`src/sv/nbbc_pkg.sv`:
```
// shared types and constants for the net bounding box cost block
package nbbc_pkg;

    localparam int SPAN_W  = 16;
    localparam int COUNT_W = 11;
    localparam int WGT_W   = 16;
    localparam int PROD_W  = SPAN_W + WGT_W;
    localparam int FRAC_W  = 8;
    localparam int COST_W  = 25;
    localparam int TOTAL_W = 32;

    localparam logic [COUNT_W-1:0] COUNT_MAX  = '1;
    localparam logic [WGT_W-1:0]   WGT_RESET  = 16'd256;

    typedef struct packed {
        logic [COUNT_W-1:0] left;
        logic [COUNT_W-1:0] right;
        logic [COUNT_W-1:0] bottom;
        logic [COUNT_W-1:0] top;
    } t_counts;

    localparam int COUNTS_W = $bits(t_counts);

endpackage

```
`src/sv/net_bounding_box_cost_core.sv`:
```
// top level of the net bounding box cost block
//
//  channel   direction  handshake                payload
//  pin in    input      i_in_valid / o_in_stall  i_pin_x, i_pin_y, i_first_pin,
//                                                i_last_pin, i_net_ignored, i_pass_start
//  result    output     o_out_valid / i_out_stall o_span_x .. o_total_cost
//  config    input      i_cfg_we                 i_cfg_wdata (vertical weight)
//
// one pin per cycle unless o_in_stall is high; box and edge counts update in the front end in the cycle of the transfer
// with the back end free, a result moves from its last pin transfer to the output register
// through the queue write at the transfer, then span, multiply, cost add and total add
// synchronous active-low reset; the weight returns to 1.0, box, counts and total to zero
// o_in_stall rises only when the result queue is full; the back end stalls on its own
module net_bounding_box_cost_core #(
    parameter int COORD_BITS  = 16,
    parameter int QUEUE_DEPTH = 4
) (
    input  logic                               i_clk,
    input  logic                               i_rst_n,
    input  logic                               i_cfg_we,
    input  logic [nbbc_pkg::WGT_W-1:0]         i_cfg_wdata,
    input  logic                               i_in_valid,
    output logic                               o_in_stall,
    input  logic signed [COORD_BITS-1:0]       i_pin_x,
    input  logic signed [COORD_BITS-1:0]       i_pin_y,
    input  logic                               i_first_pin,
    input  logic                               i_last_pin,
    input  logic                               i_net_ignored,
    input  logic                               i_pass_start,
    output logic                               o_out_valid,
    input  logic                               i_out_stall,
    output logic [nbbc_pkg::SPAN_W-1:0]        o_span_x,
    output logic [nbbc_pkg::SPAN_W-1:0]        o_span_y,
    output logic [nbbc_pkg::COUNT_W-1:0]       o_left_count,
    output logic [nbbc_pkg::COUNT_W-1:0]       o_right_count,
    output logic [nbbc_pkg::COUNT_W-1:0]       o_bottom_count,
    output logic [nbbc_pkg::COUNT_W-1:0]       o_top_count,
    output logic [nbbc_pkg::COST_W-1:0]        o_net_cost,
    output logic [nbbc_pkg::TOTAL_W-1:0]       o_total_cost
);
    import nbbc_pkg::*;

    localparam int REC_W = 4 * COORD_BITS + COUNTS_W + 1;

    logic             w_accept;
    logic             w_push, w_pop, w_empty, w_full;
    logic [REC_W-1:0] w_push_data, w_q_data;
    t_counts          w_counts;

    assign o_in_stall = w_full;
    assign w_accept   = i_in_valid && !o_in_stall;

    nbbc_front #(
        .COORD_BITS (COORD_BITS)
    ) u_front (
        .i_clk         (i_clk),
        .i_rst_n       (i_rst_n),
        .i_accept      (w_accept),
        .i_pin_x       (i_pin_x),
        .i_pin_y       (i_pin_y),
        .i_first_pin   (i_first_pin),
        .i_last_pin    (i_last_pin),
        .i_net_ignored (i_net_ignored),
        .i_pass_start  (i_pass_start),
        .o_push        (w_push),
        .o_push_data   (w_push_data)
    );

    nbbc_queue #(
        .WIDTH (REC_W),
        .DEPTH (QUEUE_DEPTH)
    ) u_queue (
        .i_clk   (i_clk),
        .i_rst_n (i_rst_n),
        .i_push  (w_push),
        .i_data  (w_push_data),
        .i_pop   (w_pop),
        .o_data  (w_q_data),
        .o_empty (w_empty),
        .o_full  (w_full)
    );

    nbbc_back #(
        .COORD_BITS (COORD_BITS)
    ) u_back (
        .i_clk        (i_clk),
        .i_rst_n      (i_rst_n),
        .i_cfg_we     (i_cfg_we),
        .i_cfg_wdata  (i_cfg_wdata),
        .i_q_data     (w_q_data),
        .i_q_empty    (w_empty),
        .o_q_pop      (w_pop),
        .o_valid      (o_out_valid),
        .i_stall      (i_out_stall),
        .o_span_x     (o_span_x),
        .o_span_y     (o_span_y),
        .o_counts     (w_counts),
        .o_net_cost   (o_net_cost),
        .o_total_cost (o_total_cost)
    );

    assign o_left_count   = w_counts.left;
    assign o_right_count  = w_counts.right;
    assign o_bottom_count = w_counts.bottom;
    assign o_top_count    = w_counts.top;

    a_no_overflow: assert property (@(posedge i_clk) disable iff (!i_rst_n)
        !(w_push && w_full))
        else $error("result queue written while full");

    a_no_underflow: assert property (@(posedge i_clk) disable iff (!i_rst_n)
        !(w_pop && w_empty))
        else $error("result queue read while empty");

    a_push_from_last: assert property (@(posedge i_clk) disable iff (!i_rst_n)
        w_push |-> (w_accept && i_last_pin && !i_net_ignored))
        else $error("queue write without a counted last pin transfer");

    a_reset_idle: assert property (@(posedge i_clk)
        !i_rst_n |=> !o_out_valid)
        else $error("result valid right after reset");

endmodule

```
`src/sv/nbbc_front.sv`:
```
// front end: bounding box and edge count tracking, one pin per cycle
module nbbc_front #(
    parameter int COORD_BITS = 16
) (
    input  logic                         i_clk,
    input  logic                         i_rst_n,
    input  logic                         i_accept,
    input  logic signed [COORD_BITS-1:0] i_pin_x,
    input  logic signed [COORD_BITS-1:0] i_pin_y,
    input  logic                         i_first_pin,
    input  logic                         i_last_pin,
    input  logic                         i_net_ignored,
    input  logic                         i_pass_start,
    output logic                         o_push,
    output logic [4*COORD_BITS+nbbc_pkg::COUNTS_W:0] o_push_data
);
    import nbbc_pkg::*;

    typedef struct packed {
        logic signed [COORD_BITS-1:0] mn;
        logic signed [COORD_BITS-1:0] mx;
        logic [COUNT_W-1:0]           lo;
        logic [COUNT_W-1:0]           hi;
    } t_axis;

    function automatic logic [COUNT_W-1:0] bump(input logic [COUNT_W-1:0] c);
        return (c == COUNT_MAX) ? c : c + COUNT_W'(1);
    endfunction

    function automatic t_axis axis_next(input logic signed [COORD_BITS-1:0] v,
                                        input t_axis cur);
        t_axis nx;
        nx = cur;
        if (v < cur.mn) begin
            nx.mn = v;
            nx.lo = COUNT_W'(1);
        end else if (v == cur.mn) begin
            // a degenerate box bumps both edges
            nx.lo = bump(cur.lo);
            if (v == cur.mx) begin
                nx.hi = bump(cur.hi);
            end
        end else if (v > cur.mx) begin
            nx.mx = v;
            nx.hi = COUNT_W'(1);
        end else if (v == cur.mx) begin
            nx.hi = bump(cur.hi);
        end
        return nx;
    endfunction

    t_axis r_ax, n_ax;
    t_axis r_ay, n_ay;
    logic  r_clear_pend, n_clear_pend;
    logic  w_counted;

    assign w_counted = i_accept && !i_net_ignored;

    always_comb begin
        n_ax = r_ax;
        n_ay = r_ay;
        if (w_counted) begin
            if (i_first_pin) begin
                n_ax = '{mn: i_pin_x, mx: i_pin_x, lo: COUNT_W'(1), hi: COUNT_W'(1)};
                n_ay = '{mn: i_pin_y, mx: i_pin_y, lo: COUNT_W'(1), hi: COUNT_W'(1)};
            end else begin
                n_ax = axis_next(i_pin_x, r_ax);
                n_ay = axis_next(i_pin_y, r_ay);
            end
        end
    end

    // a total clear waits here until the next net result carries it
    always_comb begin
        n_clear_pend = r_clear_pend;
        if (o_push) begin
            n_clear_pend = 1'b0;
        end else if (i_accept && i_pass_start) begin
            n_clear_pend = 1'b1;
        end
    end

    assign o_push = w_counted && i_last_pin;
    assign o_push_data = {n_ax.mn, n_ax.mx, n_ay.mn, n_ay.mx,
                          n_ax.lo, n_ax.hi, n_ay.lo, n_ay.hi,
                          r_clear_pend || i_pass_start};

    always_ff @(posedge i_clk) begin
        if (!i_rst_n) begin
            r_ax         <= '0;
            r_ay         <= '0;
            r_clear_pend <= 1'b0;
        end else begin
            r_ax         <= n_ax;
            r_ay         <= n_ay;
            r_clear_pend <= n_clear_pend;
        end
    end

endmodule

```
`src/sv/nbbc_queue.sv`:
```
// small register queue between the front end and the cost pipeline
module nbbc_queue #(
    parameter int WIDTH = 8,
    parameter int DEPTH = 4
) (
    input  logic             i_clk,
    input  logic             i_rst_n,
    input  logic             i_push,
    input  logic [WIDTH-1:0] i_data,
    input  logic             i_pop,
    output logic [WIDTH-1:0] o_data,
    output logic             o_empty,
    output logic             o_full
);
    import nbbc_pkg::*;

    localparam int PW = (DEPTH > 1) ? $clog2(DEPTH) : 1;
    localparam int CW = $clog2(DEPTH + 1);
    localparam logic [PW-1:0] PTR_LAST = PW'(DEPTH - 1);

    logic [WIDTH-1:0] r_mem [DEPTH];
    logic [PW-1:0]    r_wr_ptr, n_wr_ptr;
    logic [PW-1:0]    r_rd_ptr, n_rd_ptr;
    logic [CW-1:0]    r_count, n_count;

    assign o_empty = (r_count == '0);
    assign o_full  = (r_count == CW'(DEPTH));
    assign o_data  = r_mem[r_rd_ptr];

    always_comb begin
        n_wr_ptr = r_wr_ptr;
        n_rd_ptr = r_rd_ptr;
        n_count  = r_count;
        if (i_push) begin
            n_wr_ptr = (r_wr_ptr == PTR_LAST) ? '0 : r_wr_ptr + PW'(1);
        end
        if (i_pop) begin
            n_rd_ptr = (r_rd_ptr == PTR_LAST) ? '0 : r_rd_ptr + PW'(1);
        end
        if (i_push && !i_pop) begin
            n_count = r_count + CW'(1);
        end else if (!i_push && i_pop) begin
            n_count = r_count - CW'(1);
        end
    end

    always_ff @(posedge i_clk) begin
        if (i_push) begin
            r_mem[r_wr_ptr] <= i_data;
        end
    end

    always_ff @(posedge i_clk) begin
        if (!i_rst_n) begin
            r_wr_ptr <= '0;
            r_rd_ptr <= '0;
            r_count  <= '0;
        end else begin
            r_wr_ptr <= n_wr_ptr;
            r_rd_ptr <= n_rd_ptr;
            r_count  <= n_count;
        end
    end

endmodule

```
`src/sv/nbbc_back.sv`:
```
// back end: spans, weighted cost and saturating running total
module nbbc_back #(
    parameter int COORD_BITS = 16
) (
    input  logic                                     i_clk,
    input  logic                                     i_rst_n,
    input  logic                                     i_cfg_we,
    input  logic [nbbc_pkg::WGT_W-1:0]               i_cfg_wdata,
    input  logic [4*COORD_BITS+nbbc_pkg::COUNTS_W:0] i_q_data,
    input  logic                                     i_q_empty,
    output logic                                     o_q_pop,
    output logic                                     o_valid,
    input  logic                                     i_stall,
    output logic [nbbc_pkg::SPAN_W-1:0]              o_span_x,
    output logic [nbbc_pkg::SPAN_W-1:0]              o_span_y,
    output nbbc_pkg::t_counts                        o_counts,
    output logic [nbbc_pkg::COST_W-1:0]              o_net_cost,
    output logic [nbbc_pkg::TOTAL_W-1:0]             o_total_cost
);
    import nbbc_pkg::*;

    localparam int CB = COORD_BITS;
    localparam int DW = (CB + 1 > SPAN_W) ? CB + 1 : SPAN_W;

    logic signed [CB-1:0] w_xmin, w_xmax, w_ymin, w_ymax;
    t_counts              w_counts;
    logic                 w_clear;
    logic [DW-1:0]        w_dx, w_dy;

    assign {w_xmin, w_xmax, w_ymin, w_ymax, w_counts, w_clear} = i_q_data;
    // max is never below min, so the difference is nonnegative
    assign w_dx = {{(DW-CB){w_xmax[CB-1]}}, w_xmax} - {{(DW-CB){w_xmin[CB-1]}}, w_xmin};
    assign w_dy = {{(DW-CB){w_ymax[CB-1]}}, w_ymax} - {{(DW-CB){w_ymin[CB-1]}}, w_ymin};

    logic [WGT_W-1:0] r_weight;

    logic               r_v1, r_v2, r_v3;
    logic [SPAN_W-1:0]  r1_sx, r1_sy, r2_sx, r2_sy, r3_sx, r3_sy;
    t_counts            r1_cnt, r2_cnt, r3_cnt;
    logic               r1_clr, r2_clr, r3_clr;
    logic [PROD_W-1:0]  r2_prod;
    logic [COST_W-1:0]  r3_cost;
    logic               w_en1, w_en2, w_en3, w_en4;
    logic [TOTAL_W:0]   w_sum;
    logic [TOTAL_W-1:0] w_base;

    // each stage moves when the one after it is free or moving
    assign w_en4   = !o_valid || !i_stall;
    assign w_en3   = !r_v3 || w_en4;
    assign w_en2   = !r_v2 || w_en3;
    assign w_en1   = !r_v1 || w_en2;
    assign o_q_pop = !i_q_empty && w_en1;

    assign w_base = r3_clr ? '0 : o_total_cost;
    assign w_sum  = {1'b0, w_base} + (TOTAL_W + 1)'(r3_cost);

    always_ff @(posedge i_clk) begin
        if (!i_rst_n) begin
            r_weight <= WGT_RESET;
        end else if (i_cfg_we) begin
            r_weight <= i_cfg_wdata;
        end
    end

    always_ff @(posedge i_clk) begin
        if (w_en1) begin
            r1_sx  <= w_dx[SPAN_W-1:0];
            r1_sy  <= w_dy[SPAN_W-1:0];
            r1_cnt <= w_counts;
            r1_clr <= w_clear;
        end
        if (w_en2) begin
            r2_prod <= PROD_W'(r_weight) * PROD_W'(r1_sy);
            r2_sx   <= r1_sx;
            r2_sy   <= r1_sy;
            r2_cnt  <= r1_cnt;
            r2_clr  <= r1_clr;
        end
        if (w_en3) begin
            r3_cost <= COST_W'(r2_sx) + COST_W'(r2_prod[PROD_W-1:FRAC_W]);
            r3_sx   <= r2_sx;
            r3_sy   <= r2_sy;
            r3_cnt  <= r2_cnt;
            r3_clr  <= r2_clr;
        end
        if (w_en4 && r_v3) begin
            o_span_x   <= r3_sx;
            o_span_y   <= r3_sy;
            o_counts   <= r3_cnt;
            o_net_cost <= r3_cost;
        end
    end

    always_ff @(posedge i_clk) begin
        if (!i_rst_n) begin
            r_v1         <= 1'b0;
            r_v2         <= 1'b0;
            r_v3         <= 1'b0;
            o_valid      <= 1'b0;
            o_total_cost <= '0;
        end else begin
            if (w_en1) r_v1 <= o_q_pop;
            if (w_en2) r_v2 <= r_v1;
            if (w_en3) r_v3 <= r_v2;
            if (w_en4) begin
                o_valid <= r_v3;
                if (r_v3) begin
                    o_total_cost <= w_sum[TOTAL_W] ? '1 : w_sum[TOTAL_W-1:0];
                end
            end
        end
    end

endmodule

```
`config.mk`:
```
export PLATFORM = sky130hd
export DESIGN_NAME = net_bounding_box_cost_core
export DESIGN_NICKNAME = d
export VERILOG_FILES = /design/src/sv/nbbc_pkg.sv /design/src/sv/net_bounding_box_cost_core.sv /design/src/sv/nbbc_front.sv /design/src/sv/nbbc_queue.sv /design/src/sv/nbbc_back.sv
export SDC_FILE = /design/constraint.sdc
export NUM_CORES = 2
export LEC_CHECK = 0
export BUFFER_PORTS_ARGS = -buffer_cell sky130_fd_sc_hd__buf_2
export CORE_MARGIN = 1
export CORE_UTILIZATION = 30
export CTS_BUF_LIST = sky130_fd_sc_hd__clkbuf_4
export DETAILED_ROUTE_END_ITERATION = 10
export HOLD_SLACK_MARGIN = 0.05
export SLEW_MARGIN = 20
export SYNTH_ARGS = -nofsm -noshare
export SYNTH_HDL_FRONTEND = slang
export SYNTH_HIERARCHICAL = 1
export SYNTH_SLANG_ARGS = --single-unit
```
`constraint.sdc`:
```
create_clock -name i_clk -period 8.3 [get_ports i_clk]
set_input_delay 1.66 -clock i_clk [delete_from_list [all_inputs] [get_ports i_clk]]
set_output_delay 1.66 -clock i_clk [all_outputs]
set_load 0.03 [all_outputs]
```
==> results.md <==
| Item | This run | Unit |
|---|---|---|
| Mean routed wirelength per cell | 18.4 | um |
| CP peak stage delay | 810 | ps |
| Area grow syn2layout | 14.2 | % |
| Worst EP arrival | 7360 | ps |
| Wire length of the first global-routing pass | 178 | mm |
| Clock root cell | sky130_fd_sc_hd__clkbuf_4 | - |
| Total buffers and inverters traversed by the critical path | 3 | - |
| Final-stage net count | 4472 | - |
| DP Wirelength | 79.5 | mm |
| Number of violations of the max-capacitance limit | 0 | - |
| Final Hold Violating Endpoints | 0 | - |
| Bufs on Longest Clock Path | 4 | - |
| Highest clock rate | 155 | MHz |
| Post-Syn Area | 48800 | sq um |
| Area inside the core boundary | 161000 | sq um |
| Final weighted congestion in routability-driven placement | 0.856 | - |
| Number of sinks handled by clock tree synthesis | 987 | - |
| Insertion delay to the later sink of the worst-skew pair | 1200 | ps |
| Area of the die | 164000 | sq um |
| Clock-pin slew of the registers on the worst-case setup and hold paths | 70 | ps |
| CTS tree | done | - |
| Power density normalized to cell area | 377 | nW/um^2 |
| Leakage power summed over all cells | 0.0216 | uW |
| Total clock buffers created by CTS | 288 | - |
| Drt initial violations | 1852 | - |
| Actual slew at the worst max-slew pin | 1080 | ps |
| Number of levels in the clock H-tree | 5 | - |
| Number of resized instances in the post-cts repair step | 0 | - |
| Slowest library cell on the worst path | sky130_fd_sc_hd__edfxtp_1 | - |
| Most common cell after layout, fill and taps aside | sky130_fd_sc_hd__edfxtp_1 | - |
| Std cell rows | 147 | - |
| Largest driver fanout on the critical path | 17 | - |
| Req. time, crit path | 9200 | ps |
| Count of pins over their slew limit | 0 | - |
| Main synth FF type | sky130_fd_sc_hd__edfxtp_1 | - |
| Number of optimization iterations in the first detailed-route pass | 5 | - |
| Die Height | 405 | um |
| Most frequent cell on the critical path | sky130_fd_sc_hd__fa_1 | - |
| Number of distinct library cells after synthesis | 91 | - |
| Kind of capture point of the worst setup path | flip-flop | - |
| Kind of cell adding the most delay to the critical path | adder cells | - |
| DRT Wirelength | 116 | mm |
| Final Critical Period | 6460 | ps |
| Number of global-route vias before repair | 30500 | - |
| Overall power of the completed layout | 21000 | uW |
| Critical path, cell by cell | nand2_1 > fa_1 > inv_1 > fa_1 > fa_1 > fa_1 > fa_1 > inv_1 > fa_1 > inv_1 > ha_1 > and2_1 > nor2_1 > o21ai_0 > a21o_1 > o21a_1 > or4b_1 > o311ai_0 | - |
| Initial core utilization | 0.303 | - |
| PortBufs | 191 | - |
| Sequential area share after synthesis | 0.572 | - |
| Worst slew margin | 0.279 | - |
| Mapped Cells | 3589 | - |
| Setup clock skew after layout | 108 | ps |
| Total of hold buffers inserted after clock tree synthesis | 0 | - |
| Unrepaired setup endpoints after global routing | no | - |
| Synthesized flop and latch total | 987 | - |
| Number of enable-type register cells in the synthesized netlist | 817 | - |
| Type of the worst setup path | reg2reg | - |
| Yosys warns | 6 | - |
| DRC violation count after routing | 0 | - |
| Number of setup violations in the final report | 0 | - |
| Smallest hold slack | 365 | ps |
| Fraction of synthesis flops using an asynchronous set or reset pin | 0 | - |
| Hold crit path type | reg2reg | - |
| Total Negative Setup Slacks | 0 | ps |
| Final global-route overflow total | 0 | - |
| Startpoint types | flip-flop | - |
| Final clock period utilization by the worst path | 0.778 | - |
| VDD IR max | 489 | uV |
| GRT Total Usage | 0.142 | - |
| Antenna violations before repair | 23 | - |
| Post-Syn Area per Cell | 13.6 | sq um |
| Vias/cell | 4.70 | - |
| Detailed-route via count | 29800 | - |
| Pin count of the biggest net entering global routing | 66 | - |
| Result of the run | completed | - |
| Number of nets produced by synthesis | 4090 | - |
| Layout cell share with drive strength beyond 1 | 0.205 | - |
| Die outline width | 405 | um |
| Most frequent cells in the layout | 817 x sky130_fd_sc_hd__edfxtp_1, 413 x sky130_fd_sc_hd__clkbuf_4, 378 x sky130_fd_sc_hd__inv_1, 311 x sky130_fd_sc_hd__nand2_1, 246 x sky130_fd_sc_hd__ha_1 | - |
| Number of nets with antenna violations after detailed routing | 0 | - |
| Total I/O pin count | 192 | - |
| Post-CTS repair timing setup buffer count | 0 | - |
flip-flops by register name (all words and copies together) (netlist names), 24 cells and up, named ones only:
register             count
u_front/r_ay            54
u_back/r2_cnt           44
u_back/r1_cnt           44
u_back/r3_cnt           44
u_back/r3_cost          25
u_queue/r_mem          436
u_back/o_counts         44
u_back/o_net_cost       25
u_back/r2_prod          24
u_front/r_ax            54
u_back/o_total_cost     32
final timing paths:
kind | start | end | slack, ps | cells after the start
max | u_back/r1_sy[11]$_DFFE_PN_ | u_back/r2_prod[23]$_DFFE_PP_ | 1840 | 18
min | u_back/r2_cnt[5]$_DFFE_PP_ | u_back/r3_cnt[5]$_DFFE_PP_ | 370 | 0
max reg2reg | u_back/r1_sy[11]$_DFFE_PN_ | u_back/r2_prod[23]$_DFFE_PP_ | 1840 | 18
min reg2reg | u_back/r2_cnt[5]$_DFFE_PP_ | u_back/r3_cnt[5]$_DFFE_PP_ | 370 | 0
kinds of logic (layout without fill, tap and decap cells):
kind of cell | Yosys count | in the layout | share of synthesized area
compound gates | 440 | 440 | 0.0603
xor+xnor | 106 | 106 | 0.0190
fa+ha+maj | 444 | 444 | 0.144
buf+inv | 508 | 1085 | 0.0406
flops | 987 | 987 | 0.572
mux | 215 | 215 | 0.0733
other cells | 0 | 11 | 0
simple gates | 889 | 889 | 0.0901
metal layers:
metal | track usage | routed length, um
met5 | 0 | 46
met4 | 0.0521 | 3140
met3 | 0.0304 | 6050
met2 | 0.223 | 53800
met1 | 0.193 | 53300
cell usage after synthesis, types with 53 or more instances:
cell type	count	share of area
sky130_fd_sc_hd__edfxtp_1	817	0.50
sky130_fd_sc_hd__nor2_1	131	0.010
sky130_fd_sc_hd__mux4_2	109	0.050
sky130_fd_sc_hd__xnor2_1	65	0.012
sky130_fd_sc_hd__nand2_1	312	0.024
sky130_fd_sc_hd__fa_1	198	0.081
sky130_fd_sc_hd__dfxtp_1	170	0.070
sky130_fd_sc_hd__nor2b_1	53	0.0068
sky130_fd_sc_hd__a21oi_1	105	0.011
sky130_fd_sc_hd__clkbuf_1	96	0.0074
sky130_fd_sc_hd__mux2i_1	56	0.011
sky130_fd_sc_hd__and2_1	154	0.020
sky130_fd_sc_hd__o21ai_0	86	0.0088
sky130_fd_sc_hd__nand3_1	60	0.0062
sky130_fd_sc_hd__ha_1	246	0.063
sky130_fd_sc_hd__inv_1	380	0.029
report_power, final:
group / total, uW / leakage (uW) / switching (uW) / internal [uW]
Sequential: 7630 / 0.00922 / 756 / 6870
Combinational: 8890 / 0.0103 / 5120 / 3770
Clock: 4470 / 0.00212 / 2040 / 2430
Total: 21000 / 0.0216 / 7920 / 13100
through the flow:
| step | utilization | area [sq um] | worst slack (ps) | instances |
|---|---|---|---|---|
| floorplan | - | 48800 | 2340 | 3589 |
| global placement | 0.324 | 52200 | 1950 | 5840 |
| detailed placement | 0.324 | 52200 | 1850 | 5841 |
| CTS | 0.346 | 55700 | 1760 | 6326 |
| global route | 0.346 | 55700 | 1310 | 6335 |
| finish | 0.346 | 55800 | 1840 | 6337 |
final cells by class:
class,count,area (sq um)
Antenna cell,11,27.5
Sequential cell,987,27900
Fill cell,15900,105000
Multi-Input combinational cell,2094,18900
Inverter,380,1430
Timing Repair Buffer,220,1200
Clock inverter,72,415
Clock buffer,413,3100
Tap cell,2160,2700
(Power assumes the default switching activity.)
